===== config.mk =====
export PLATFORM = sky130hd
export DESIGN_NAME = i2c_eeprom_read_master
export DESIGN_NICKNAME = d
export VERILOG_FILES = /design/src/rtl/i2c_eer_pkg.sv /design/src/rtl/i2c_eeprom_read_master.sv
export VERILOG_INCLUDE_DIRS = /design/src /design/src/rtl
export SDC_FILE = /design/constraint.sdc
export NUM_CORES = 1
export LEC_CHECK = 0
export ABC_CLOCK_PERIOD_IN_PS = 9700
export BUFFER_PORTS_ARGS = -buffer_cell sky130_fd_sc_hd__buf_2
export CAP_MARGIN = 20
export CORE_MARGIN = 2
export CORE_UTILIZATION = 30
export CTS_CLUSTER_SIZE = 10
export DETAILED_ROUTE_END_ITERATION = 6
export GPL_ROUTABILITY_DRIVEN = 0
export GPL_TIMING_DRIVEN = 0
export SLEW_MARGIN = 20
export SYNTH_ARGS = -nofsm -noshare
export SYNTH_HDL_FRONTEND = slang
export SYNTH_SLANG_ARGS = --single-unit

===== constraint.sdc =====
create_clock -name clk -period 9.7 [get_ports clk]
set_input_delay 1.94 -clock clk [delete_from_list [all_inputs] [get_ports clk]]
set_output_delay 1.94 -clock clk [all_outputs]
set_load 0.03 [all_outputs]

===== src/rtl/i2c_eeprom_read_master_macros.svh =====
// assertion macros for the i2c eeprom read master
// no dependencies; expects clk and rst_n in the including module
`ifndef I2C_EEPROM_READ_MASTER_MACROS_SVH
`define I2C_EEPROM_READ_MASTER_MACROS_SVH

`ifndef SYNTHESIS

// check that is suspended while reset is asserted
`define ERM_ASSERT(lbl, prop, msg) \
  lbl: assert property (@(posedge clk) disable iff (!rst_n) prop) else $error(msg);

// check that also runs through reset
`define ERM_ASSERT_RST(lbl, prop, msg) \
  lbl: assert property (@(posedge clk) prop) else $error(msg);

`else

`define ERM_ASSERT(lbl, prop, msg)

`define ERM_ASSERT_RST(lbl, prop, msg)

`endif

`endif


===== src/rtl/i2c_eer_pkg.sv =====
// types and constants for the i2c eeprom read master
// no dependencies
package i2c_eer_pkg;

  // one tick of input
  typedef struct packed {
    logic go;
    logic sda_in;
  } in_t;

  // one tick of line levels and status
  typedef struct packed {
    logic        scl_out;
    logic        sda_out;
    logic        sda_drive;
    logic        byte_valid;
    logic [7:0]  byte_value;
    logic [15:0] byte_address;
    logic        busy_res;
    logic        done_res;
    logic [2:0]  error_code;
  } out_t;

  // sequencer phases
  typedef enum logic [10:0] {
    PH_IDLE    = 11'b000_0000_0001,
    PH_START   = 11'b000_0000_0010,
    PH_SEND_DW = 11'b000_0000_0100,
    PH_SEND_AH = 11'b000_0000_1000,
    PH_SEND_AL = 11'b000_0001_0000,
    PH_SEND_DR = 11'b000_0010_0000,
    PH_RS_A    = 11'b000_0100_0000,
    PH_RS_B    = 11'b000_1000_0000,
    PH_RECV    = 11'b001_0000_0000,
    PH_STOP    = 11'b010_0000_0000,
    PH_DONE    = 11'b100_0000_0000
  } phase_t;

  // error codes
  localparam logic [2:0] ERR_NONE    = 3'd0;
  localparam logic [2:0] ERR_DEV_WR  = 3'd1;
  localparam logic [2:0] ERR_ADDR_HI = 3'd2;
  localparam logic [2:0] ERR_ADDR_LO = 3'd3;
  localparam logic [2:0] ERR_DEV_RD  = 3'd4;

  // register indexes
  localparam logic [1:0] CFG_DEVICE_ADDRESS = 2'd0;
  localparam logic [1:0] CFG_START_ADDRESS  = 2'd1;
  localparam logic [1:0] CFG_READ_LENGTH    = 2'd2;
  localparam logic [1:0] CFG_QUARTER_TICKS  = 2'd3;

  // register reset values
  localparam logic [6:0]  RST_DEVICE_ADDRESS = 7'h50;
  localparam logic [15:0] RST_START_ADDRESS  = 16'h0000;
  localparam logic [16:0] RST_READ_LENGTH    = 17'h00200;
  localparam logic [15:0] RST_QUARTER_TICKS  = 16'd250;

endpackage


===== src/rtl/i2c_eeprom_read_master.sv =====
// i2c master doing a sequential random read from a 16-bit addressed eeprom
// depends on i2c_eer_pkg and i2c_eeprom_read_master_macros.svh
// output: the result for a tick is captured in the output register when the tick is transferred
// throughput: one tick per cycle while out_ready does not stall the output, set by a single state update pass per tick
// reset: synchronous active-low rst_n returns the sequencer to idle, clears the
//   output valid flag and loads the register defaults
`include "i2c_eeprom_read_master_macros.svh"

module i2c_eeprom_read_master #(
  parameter int ADDR_WIDTH = 16
) (
  input  logic               clk,
  input  logic               rst_n,
  input  logic               in_valid,
  output logic               in_ready,
  input  i2c_eer_pkg::in_t   in_data,
  output logic               out_valid,
  input  logic               out_ready,
  output i2c_eer_pkg::out_t  out_data,
  input  logic               cfg_we,
  input  logic [1:0]         cfg_index,
  input  logic [16:0]        cfg_data
);
  import i2c_eer_pkg::*;

  localparam logic [15:0] AddrMask = 16'((17'd1 << ADDR_WIDTH) - 17'd1);
  localparam bit          SendHigh = (ADDR_WIDTH > 8);

  // configuration registers
  logic [6:0]  device_address_r;
  logic [15:0] start_address_r;
  logic [16:0] read_length_r;
  logic [15:0] quarter_ticks_r;

  // sequencer state
  phase_t      phase_r, phase_nxt;
  logic [15:0] tick_count_r, tick_count_nxt;
  logic [2:0]  quarter_r, quarter_nxt;
  logic [3:0]  bit_index_r, bit_index_nxt;
  logic [7:0]  shift_r, shift_nxt;
  logic [16:0] bytes_left_r, bytes_left_nxt;
  logic [15:0] cur_addr_r, cur_addr_nxt;
  logic [2:0]  last_error_r, last_error_nxt;

  // output register
  logic out_valid_r;
  out_t out_data_r;
  out_t res;

  // working values of the update pass
  logic        in_fire;
  logic        is_send;
  logic [15:0] qt;
  logic [16:0] tc_inc;
  logic [3:0]  q_inc;
  logic [3:0]  seg_q;
  logic [15:0] addr_m;

  assign in_ready  = !out_valid_r || out_ready;
  assign in_fire   = in_valid && in_ready;
  assign out_valid = out_valid_r;
  assign out_data  = out_data_r;
  assign addr_m    = start_address_r & AddrMask;
  assign qt        = (quarter_ticks_r == 16'd0) ? 16'd1 : quarter_ticks_r;

  // one tick: take go, form the line levels, then advance the timing
  always_comb begin
    phase_nxt      = phase_r;
    tick_count_nxt = tick_count_r;
    quarter_nxt    = quarter_r;
    bit_index_nxt  = bit_index_r;
    shift_nxt      = shift_r;
    bytes_left_nxt = bytes_left_r;
    cur_addr_nxt   = cur_addr_r;
    last_error_nxt = last_error_r;
    tc_inc         = '0;
    q_inc          = '0;
    seg_q          = 4'd4;

    // go is taken only from idle
    if (phase_r == PH_IDLE && in_data.go) begin
      phase_nxt      = PH_START;
      tick_count_nxt = '0;
      quarter_nxt    = '0;
      bit_index_nxt  = '0;
      shift_nxt      = '0;
      bytes_left_nxt = read_length_r;
      cur_addr_nxt   = start_address_r;
      last_error_nxt = ERR_NONE;
    end

    is_send = (phase_nxt == PH_SEND_DW) || (phase_nxt == PH_SEND_AH) ||
              (phase_nxt == PH_SEND_AL) || (phase_nxt == PH_SEND_DR);

    // line levels and sampling for this tick
    res              = '0;
    res.scl_out      = 1'b1;
    res.sda_out      = 1'b1;
    res.sda_drive    = 1'b1;
    res.busy_res     = 1'b1;
    unique case (phase_nxt)
      PH_IDLE: begin
        res.busy_res = 1'b0;
      end
      PH_DONE: begin
        res.busy_res = 1'b0;
        res.done_res = 1'b1;
      end
      PH_START, PH_RS_B: begin
        res.sda_out = 1'b0;
      end
      PH_SEND_DW, PH_SEND_AH, PH_SEND_AL, PH_SEND_DR: begin
        if (!bit_index_nxt[3]) begin
          res.scl_out = quarter_nxt[1] || quarter_nxt[2];
          res.sda_out = shift_nxt[7];
        end else begin
          res.scl_out   = (quarter_nxt == 3'd2) || (quarter_nxt == 3'd3);
          res.sda_drive = (quarter_nxt == 3'd5);
          if (quarter_nxt == 3'd3 && tick_count_nxt == 16'd0) begin
            shift_nxt = {7'd0, in_data.sda_in};
          end
        end
      end
      PH_RS_A: begin
        res.scl_out = quarter_nxt[2];
      end
      PH_RECV: begin
        res.scl_out = quarter_nxt[1] || quarter_nxt[2];
        if (!bit_index_nxt[3]) begin
          res.sda_drive = 1'b0;
          if (quarter_nxt == 3'd3 && tick_count_nxt == 16'd0) begin
            shift_nxt = {shift_nxt[6:0], in_data.sda_in};
            if (bit_index_nxt == 4'd7) begin
              res.byte_valid   = 1'b1;
              res.byte_value   = shift_nxt;
              res.byte_address = cur_addr_nxt;
            end
          end
        end else begin
          res.sda_out = (bytes_left_nxt > 17'd1) ? 1'b0 : 1'b1;
        end
      end
      PH_STOP: begin
        res.scl_out = quarter_nxt[2];
        res.sda_out = 1'b0;
      end
      default: ;
    endcase
    res.error_code = last_error_nxt;

    // quarter length of the current segment
    if (phase_nxt == PH_RS_A || phase_nxt == PH_STOP) begin
      seg_q = 4'd8;
    end else if (is_send && bit_index_nxt[3]) begin
      seg_q = 4'd6;
    end

    // timing advance and segment end
    if (phase_nxt == PH_DONE) begin
      phase_nxt = PH_IDLE;
    end else if (phase_nxt != PH_IDLE) begin
      tc_inc = {1'b0, tick_count_nxt} + 17'd1;
      if (tc_inc >= {1'b0, qt}) begin
        tick_count_nxt = '0;
        q_inc = {1'b0, quarter_nxt} + 4'd1;
        if (q_inc >= seg_q) begin
          quarter_nxt = '0;
          unique case (phase_nxt)
            PH_START: begin
              phase_nxt     = PH_SEND_DW;
              bit_index_nxt = '0;
              shift_nxt     = {device_address_r, 1'b0};
            end
            PH_SEND_DW, PH_SEND_AH, PH_SEND_AL, PH_SEND_DR: begin
              priority if (!bit_index_nxt[3]) begin
                shift_nxt     = {shift_nxt[6:0], 1'b0};
                bit_index_nxt = bit_index_nxt + 4'd1;
              end else if (shift_nxt[0]) begin
                // device nak: record which byte and stop
                priority if (phase_nxt == PH_SEND_DW) begin
                  last_error_nxt = ERR_DEV_WR;
                end else if (phase_nxt == PH_SEND_AH) begin
                  last_error_nxt = ERR_ADDR_HI;
                end else if (phase_nxt == PH_SEND_AL) begin
                  last_error_nxt = ERR_ADDR_LO;
                end else begin
                  last_error_nxt = ERR_DEV_RD;
                end
                phase_nxt = PH_STOP;
              end else if (phase_nxt == PH_SEND_DW) begin
                bit_index_nxt = '0;
                if (SendHigh) begin
                  phase_nxt = PH_SEND_AH;
                  shift_nxt = addr_m[15:8];
                end else begin
                  phase_nxt = PH_SEND_AL;
                  shift_nxt = addr_m[7:0];
                end
              end else if (phase_nxt == PH_SEND_AH) begin
                phase_nxt     = PH_SEND_AL;
                bit_index_nxt = '0;
                shift_nxt     = addr_m[7:0];
              end else if (phase_nxt == PH_SEND_AL) begin
                phase_nxt = PH_RS_A;
              end else if (bytes_left_nxt == 17'd0) begin
                phase_nxt = PH_STOP;
              end else begin
                phase_nxt     = PH_RECV;
                bit_index_nxt = '0;
                shift_nxt     = '0;
              end
            end
            PH_RS_A: begin
              phase_nxt = PH_RS_B;
            end
            PH_RS_B: begin
              phase_nxt     = PH_SEND_DR;
              bit_index_nxt = '0;
              shift_nxt     = {device_address_r, 1'b1};
            end
            PH_RECV: begin
              if (!bit_index_nxt[3]) begin
                bit_index_nxt = bit_index_nxt + 4'd1;
              end else begin
                bytes_left_nxt = bytes_left_nxt - 17'd1;
                cur_addr_nxt   = cur_addr_nxt + 16'd1;
                if (bytes_left_nxt == 17'd0) begin
                  phase_nxt = PH_STOP;
                end else begin
                  bit_index_nxt = '0;
                  shift_nxt     = '0;
                end
              end
            end
            PH_STOP: begin
              phase_nxt = PH_DONE;
            end
            default: ;
          endcase
        end else begin
          quarter_nxt = q_inc[2:0];
        end
      end else begin
        tick_count_nxt = tc_inc[15:0];
      end
    end
  end

  // configuration writes
  always_ff @(posedge clk) begin
    if (!rst_n) begin
      device_address_r <= RST_DEVICE_ADDRESS;
      start_address_r  <= RST_START_ADDRESS;
      read_length_r    <= RST_READ_LENGTH;
      quarter_ticks_r  <= RST_QUARTER_TICKS;
    end else if (cfg_we) begin
      unique case (cfg_index)
        CFG_DEVICE_ADDRESS: device_address_r <= cfg_data[6:0];
        CFG_START_ADDRESS:  start_address_r  <= cfg_data[15:0];
        CFG_READ_LENGTH:    read_length_r    <= cfg_data;
        CFG_QUARTER_TICKS:  quarter_ticks_r  <= cfg_data[15:0];
        default: ;
      endcase
    end
  end

  // sequencer state moves once per input transfer
  always_ff @(posedge clk) begin
    if (!rst_n) begin
      phase_r      <= PH_IDLE;
      tick_count_r <= '0;
      quarter_r    <= '0;
      bit_index_r  <= '0;
      shift_r      <= '0;
      bytes_left_r <= '0;
      cur_addr_r   <= '0;
      last_error_r <= ERR_NONE;
    end else if (in_fire) begin
      phase_r      <= phase_nxt;
      tick_count_r <= tick_count_nxt;
      quarter_r    <= quarter_nxt;
      bit_index_r  <= bit_index_nxt;
      shift_r      <= shift_nxt;
      bytes_left_r <= bytes_left_nxt;
      cur_addr_r   <= cur_addr_nxt;
      last_error_r <= last_error_nxt;
    end
  end

  // output register, refilled in the cycle it drains
  always_ff @(posedge clk) begin
    if (!rst_n) begin
      out_valid_r <= 1'b0;
    end else if (in_fire) begin
      out_valid_r <= 1'b1;
    end else if (out_ready) begin
      out_valid_r <= 1'b0;
    end
  end

  always_ff @(posedge clk) begin
    if (in_fire) begin
      out_data_r <= res;
    end
  end

  // checks
  `ERM_ASSERT_RST(a_reset_empties_output, !rst_n |=> !out_valid_r, "output valid after reset")
  `ERM_ASSERT(a_busy_done_excl, out_valid_r |-> !(out_data_r.busy_res && out_data_r.done_res), "busy and done together")
  `ERM_ASSERT(a_release_high, (out_valid_r && !out_data_r.sda_drive) |-> out_data_r.sda_out, "sda low while released")
  `ERM_ASSERT(a_done_to_idle, (in_fire && phase_r == PH_DONE) |=> (phase_r == PH_IDLE), "done tick not followed by idle")
  `ERM_ASSERT(a_idle_tick_zero, (phase_r == PH_IDLE) |-> (tick_count_r == 16'd0), "tick count running in idle")

endmodule

==> metrics.md <==
| Metric | Value |
|---|---|
| FF-to-FF path depth | `27` |
| Final WS setup | `452 ps` |
| Worst-path clk slew | `70 ps` |
| First-pass GRT wire length | `57900 µm` |
| Worst endpoint required time | `10050 ps` |
| FFs w/ async S/R, synth | `0%` |
| Area Overhead vs Synth | `14.4%` |
| Remaining DRCs | `8` |
| Clock skew | `12.9 ps` |
| Synth unique cells | `74` |
| Post-Layout Cell Count | `1824` |
| Longest Clk Path Bufs | `2` |
| Yosys reg bits | `168` |
| Fmax | `108 MHz` |
| Crit Path Max Fanout | `10` |
| RR Endpoint | `bytes_left_r[12]` |
| Critical path arrival | `9600 ps` |
| Number of diodes | `0` |
| Crit path kind | `in2reg` |
| PD cells | `164 nW/µm²` |
| Max Slew Vio Count | `0` |
| Startpoint Class | `input port` |
| Die ar. | `34700 µm²` |
| Post-DP HPWL | `28400 µm` |
| Main flop type after synthesis | `dfxtp_1` |
| Largest net degree at the start of global routing | `31` |
| Global route total overflow | `0` |
| Reg2reg start | `phase_r[0]` |
| DR vias | `10600` |
| Synthesized instance count | `1290` |
| Place WS | `-597 ps` |
| Final hold viol count | `0` |
| Crit end category | `flop` |
| Initial drt markers | `1578` |
| GR Util All Layers | `21.4%` |
| CTS Root Cell | `clkbuf_16` |
| Mapped Nets | `1346` |
| Tmin final | `9250 ps` |
| Commonest non-fill, non-tap cell in the layout | `nand2_1` |
| Nets@finish | `1425` |
| DRT antenna net count | `0` |
| Hold Startpoint | `last_error_r[0]` |
| Status | `finished, violations left` |
| Die Span Y | `186 µm` |
| Average cell area after synthesis | `7.74 µm²` |
| H-tree levels | `4` |
| WL/cell | `21.0 µm` |
| Core area | `32600 µm²` |
| Initial antenna violation count | `0` |
| CTS tree | `done` |
| Failing checks | `design-rule violations` |
| Number of core rows | `66` |
| Initial Utilization | `30.6%` |
| Number of CTS-inserted buffers | `17` |
| Worst-skew pair later-pin latency | `440 ps` |
| Post-Syn Area | `9980 µm²` |
| Vias in the first global route | `9821` |
| RSZ-0062 raised after global routing | `false` |
| Finish-stage setup viols | `0` |
| Routed WL | `38300 µm` |
| Clk sinks | `168` |
| Most frequent cells in the layout | `nand2_1 (209), dfxtp_1 (135), a21oi_1 (133)` |
| Cts hold-fix bufs | `0` |
| Placed Cells | `1792` |
| Final cell utilization of the core | `35.0%` |
| Max_cap viols | `0` |
| Worst hold path depth | `2` |
| Post-synth EDFFs | `33` |
| Slew headroom | `32.1%` |
| Worst reg2reg setup slack | `1670 ps` |
| Seq/Total Area, Yosys | `37.0%` |
| Hold path endpoint | `last_error_r[0]` |
| Worst slew pin tran | `1020 ps` |
| Via/cell ratio | `5.84` |
| Drt first pass iters | `7` |
| Fin crit share | `95.3%` |
| Peak VDD IR | `0.000129 V` |
| I/O pin cnt | `61` |
| HP Class | `reg2reg` |
| Yosys warns | `0` |
| Buffers on Ports | `59` |
| Die W | `186 µm` |
| Leak | `4.15 nW` |
| Fraction of layout cells with a size suffix above 1 | `8.54%` |
power by group:
group	switching [mW]	leakage, nW	internal, mW
Sequential	0.0321	1.42	0.742
Clock	0.322	0.264	0.358
Combinational	0.295	2.47	0.120
Total	0.649	4.15	1.22
cell families (layout without fill, tap and decap cells):
kind of cell	Yosys count	in the layout	synth area share, %
xor gates and xnor gates	29	29	2.54
AOI/OAI and AO/OA	354	354	22.3
buffers and inverters	119	211	4.55
muxes	21	21	2.13
and+or+nand+nor	569	569	27.7
adders and majority gates	30	30	3.76
DFF	168	168	37.0
metrics by stage:
step | power [mW] | instance area, µm² | setup TNS [ps] | hold WS (ps)
2_1_floorplan | 1.04 | 9980 | 0 | 427
3_3_place_gp | 1.18 | 10800 | -13160 | 442
3_5_place_dp | 1.18 | 10900 | -13620 | 446
4_1_cts | 1.86 | 11400 | 0 | 458
5_1_grt | 1.93 | 11400 | 0 | 477
6_report | 1.87 | 11400 | 0 | 456
how the worst max path moves through the flow:
| stage | startpoint | to | slack (ps) | depth (start not counted) |
|---|---|---|---|---|
| global route | in_data[1] | bytes_left_r[12] | 160 | 28 |
| global placement | in_data[1] | cur_addr_r[14] | -580 | 28 |
| finish | in_data[1] | bytes_left_r[12] | 450 | 28 |
| floorplan | in_data[1] | cur_addr_r[14] | 2550 | 28 |
| detailed placement | in_data[1] | bytes_left_r[3] | -600 | 28 |
| CTS | in_data[1] | cur_addr_r[14] | 180 | 28 |
metal layers:
metal | global-route usage [%] | part of all wire [%]
met1 | 29.1 | 42
met2 | 32.2 | 42
met3 | 5.04 | 12
met4 | 9.88 | 4.2
met5 | 0 | 0
sequential cells by signal, summed over array words and instances (netlist names):
| name | cells |
|---|---|
| out_data | 33 |
| tick_count_r | 16 |
| cur_addr_r | 16 |
| bit_index_r | 4 |
| device_address_r | 7 |
| phase_r | 11 |
| shift_r | 8 |
| read_length_r | 17 |
| last_error_r | 3 |
| out_valid | 1 |
| quarter_ticks_r | 16 |
| quarter_r | 3 |
| addr_m | 16 |
| bytes_left_r | 17 |
timing repair:
item | 4_1_cts | 5_1_grt
resized for setup | 1 | 5
endpoints found under the setup margin | 10 | 29
buffers inserted | 0 | 0
synth_stat cells (all sizes together) (5+ instances only):
library cell    n  area [µm²]
o21ai          70         350
inv            35         131
buf            10        45.0
and3           17         106
nand2         209         785
or3            10        67.6
nor4           24         163
a22oi          12        90.1
a22o            9        78.8
clkbuf         74         278
nand3          49         245
xor2           17         149
a31oi          16         100
nand2b          7        43.8
edfxtp         33         991
nor4b           7        67.6
nor2          110         413
o22ai           7        43.8
nor3           43         215
mux2i          19         190
nand4          23         144
a21oi         134         674
o211ai         18         140
and2           25         156
a21o            8        60.1
nand3b          5        37.5
nor2b           8        50.1
ha             30         375
o2bb2ai         6        52.6
xnor2          12         105
o31ai           5        37.5
dfxtp         135        2700
o21a            7        52.6
a211oi         19         143
or2             5        31.3
or4             8        67.6
o41ai           5        51.3
critical path, cell delays in order:
cell and delay [ps]:
buf_2 140, and3b_1 170, clkbuf_1 150, nand4_1 340
clkbuf_2 410, clkbuf_1 400, buf_1 560, clkbuf_2 520
clkbuf_2 470, nand2_1 130, inv_1 80, ha_1 130
clkbuf_1 310, nand4_1 180, nor2_1 230, nand4_1 150
xor2_1 170, nor2_1 170, ha_1 290, and3_1 190
a21o_1 170, a22oi_1 200, o31ai_1 190, o211ai_1 450
clkbuf_1 520, clkbuf_1 470, o32ai_1 180, a211oi_1 260
final cells by class:
class                           instances  area (µm²)
Fill cell                            3432       21200
Clock inverter                         15         143
Sequential cell                       168        3690
Clock buffer                           17         425
Buffer                                 84         328
Tap cell                              442         553
Inverter                               35         131
Timing Repair Buffer                   60         315
Multi-Input combinational cell       1003        5830
(Power assumes the default switching activity.)
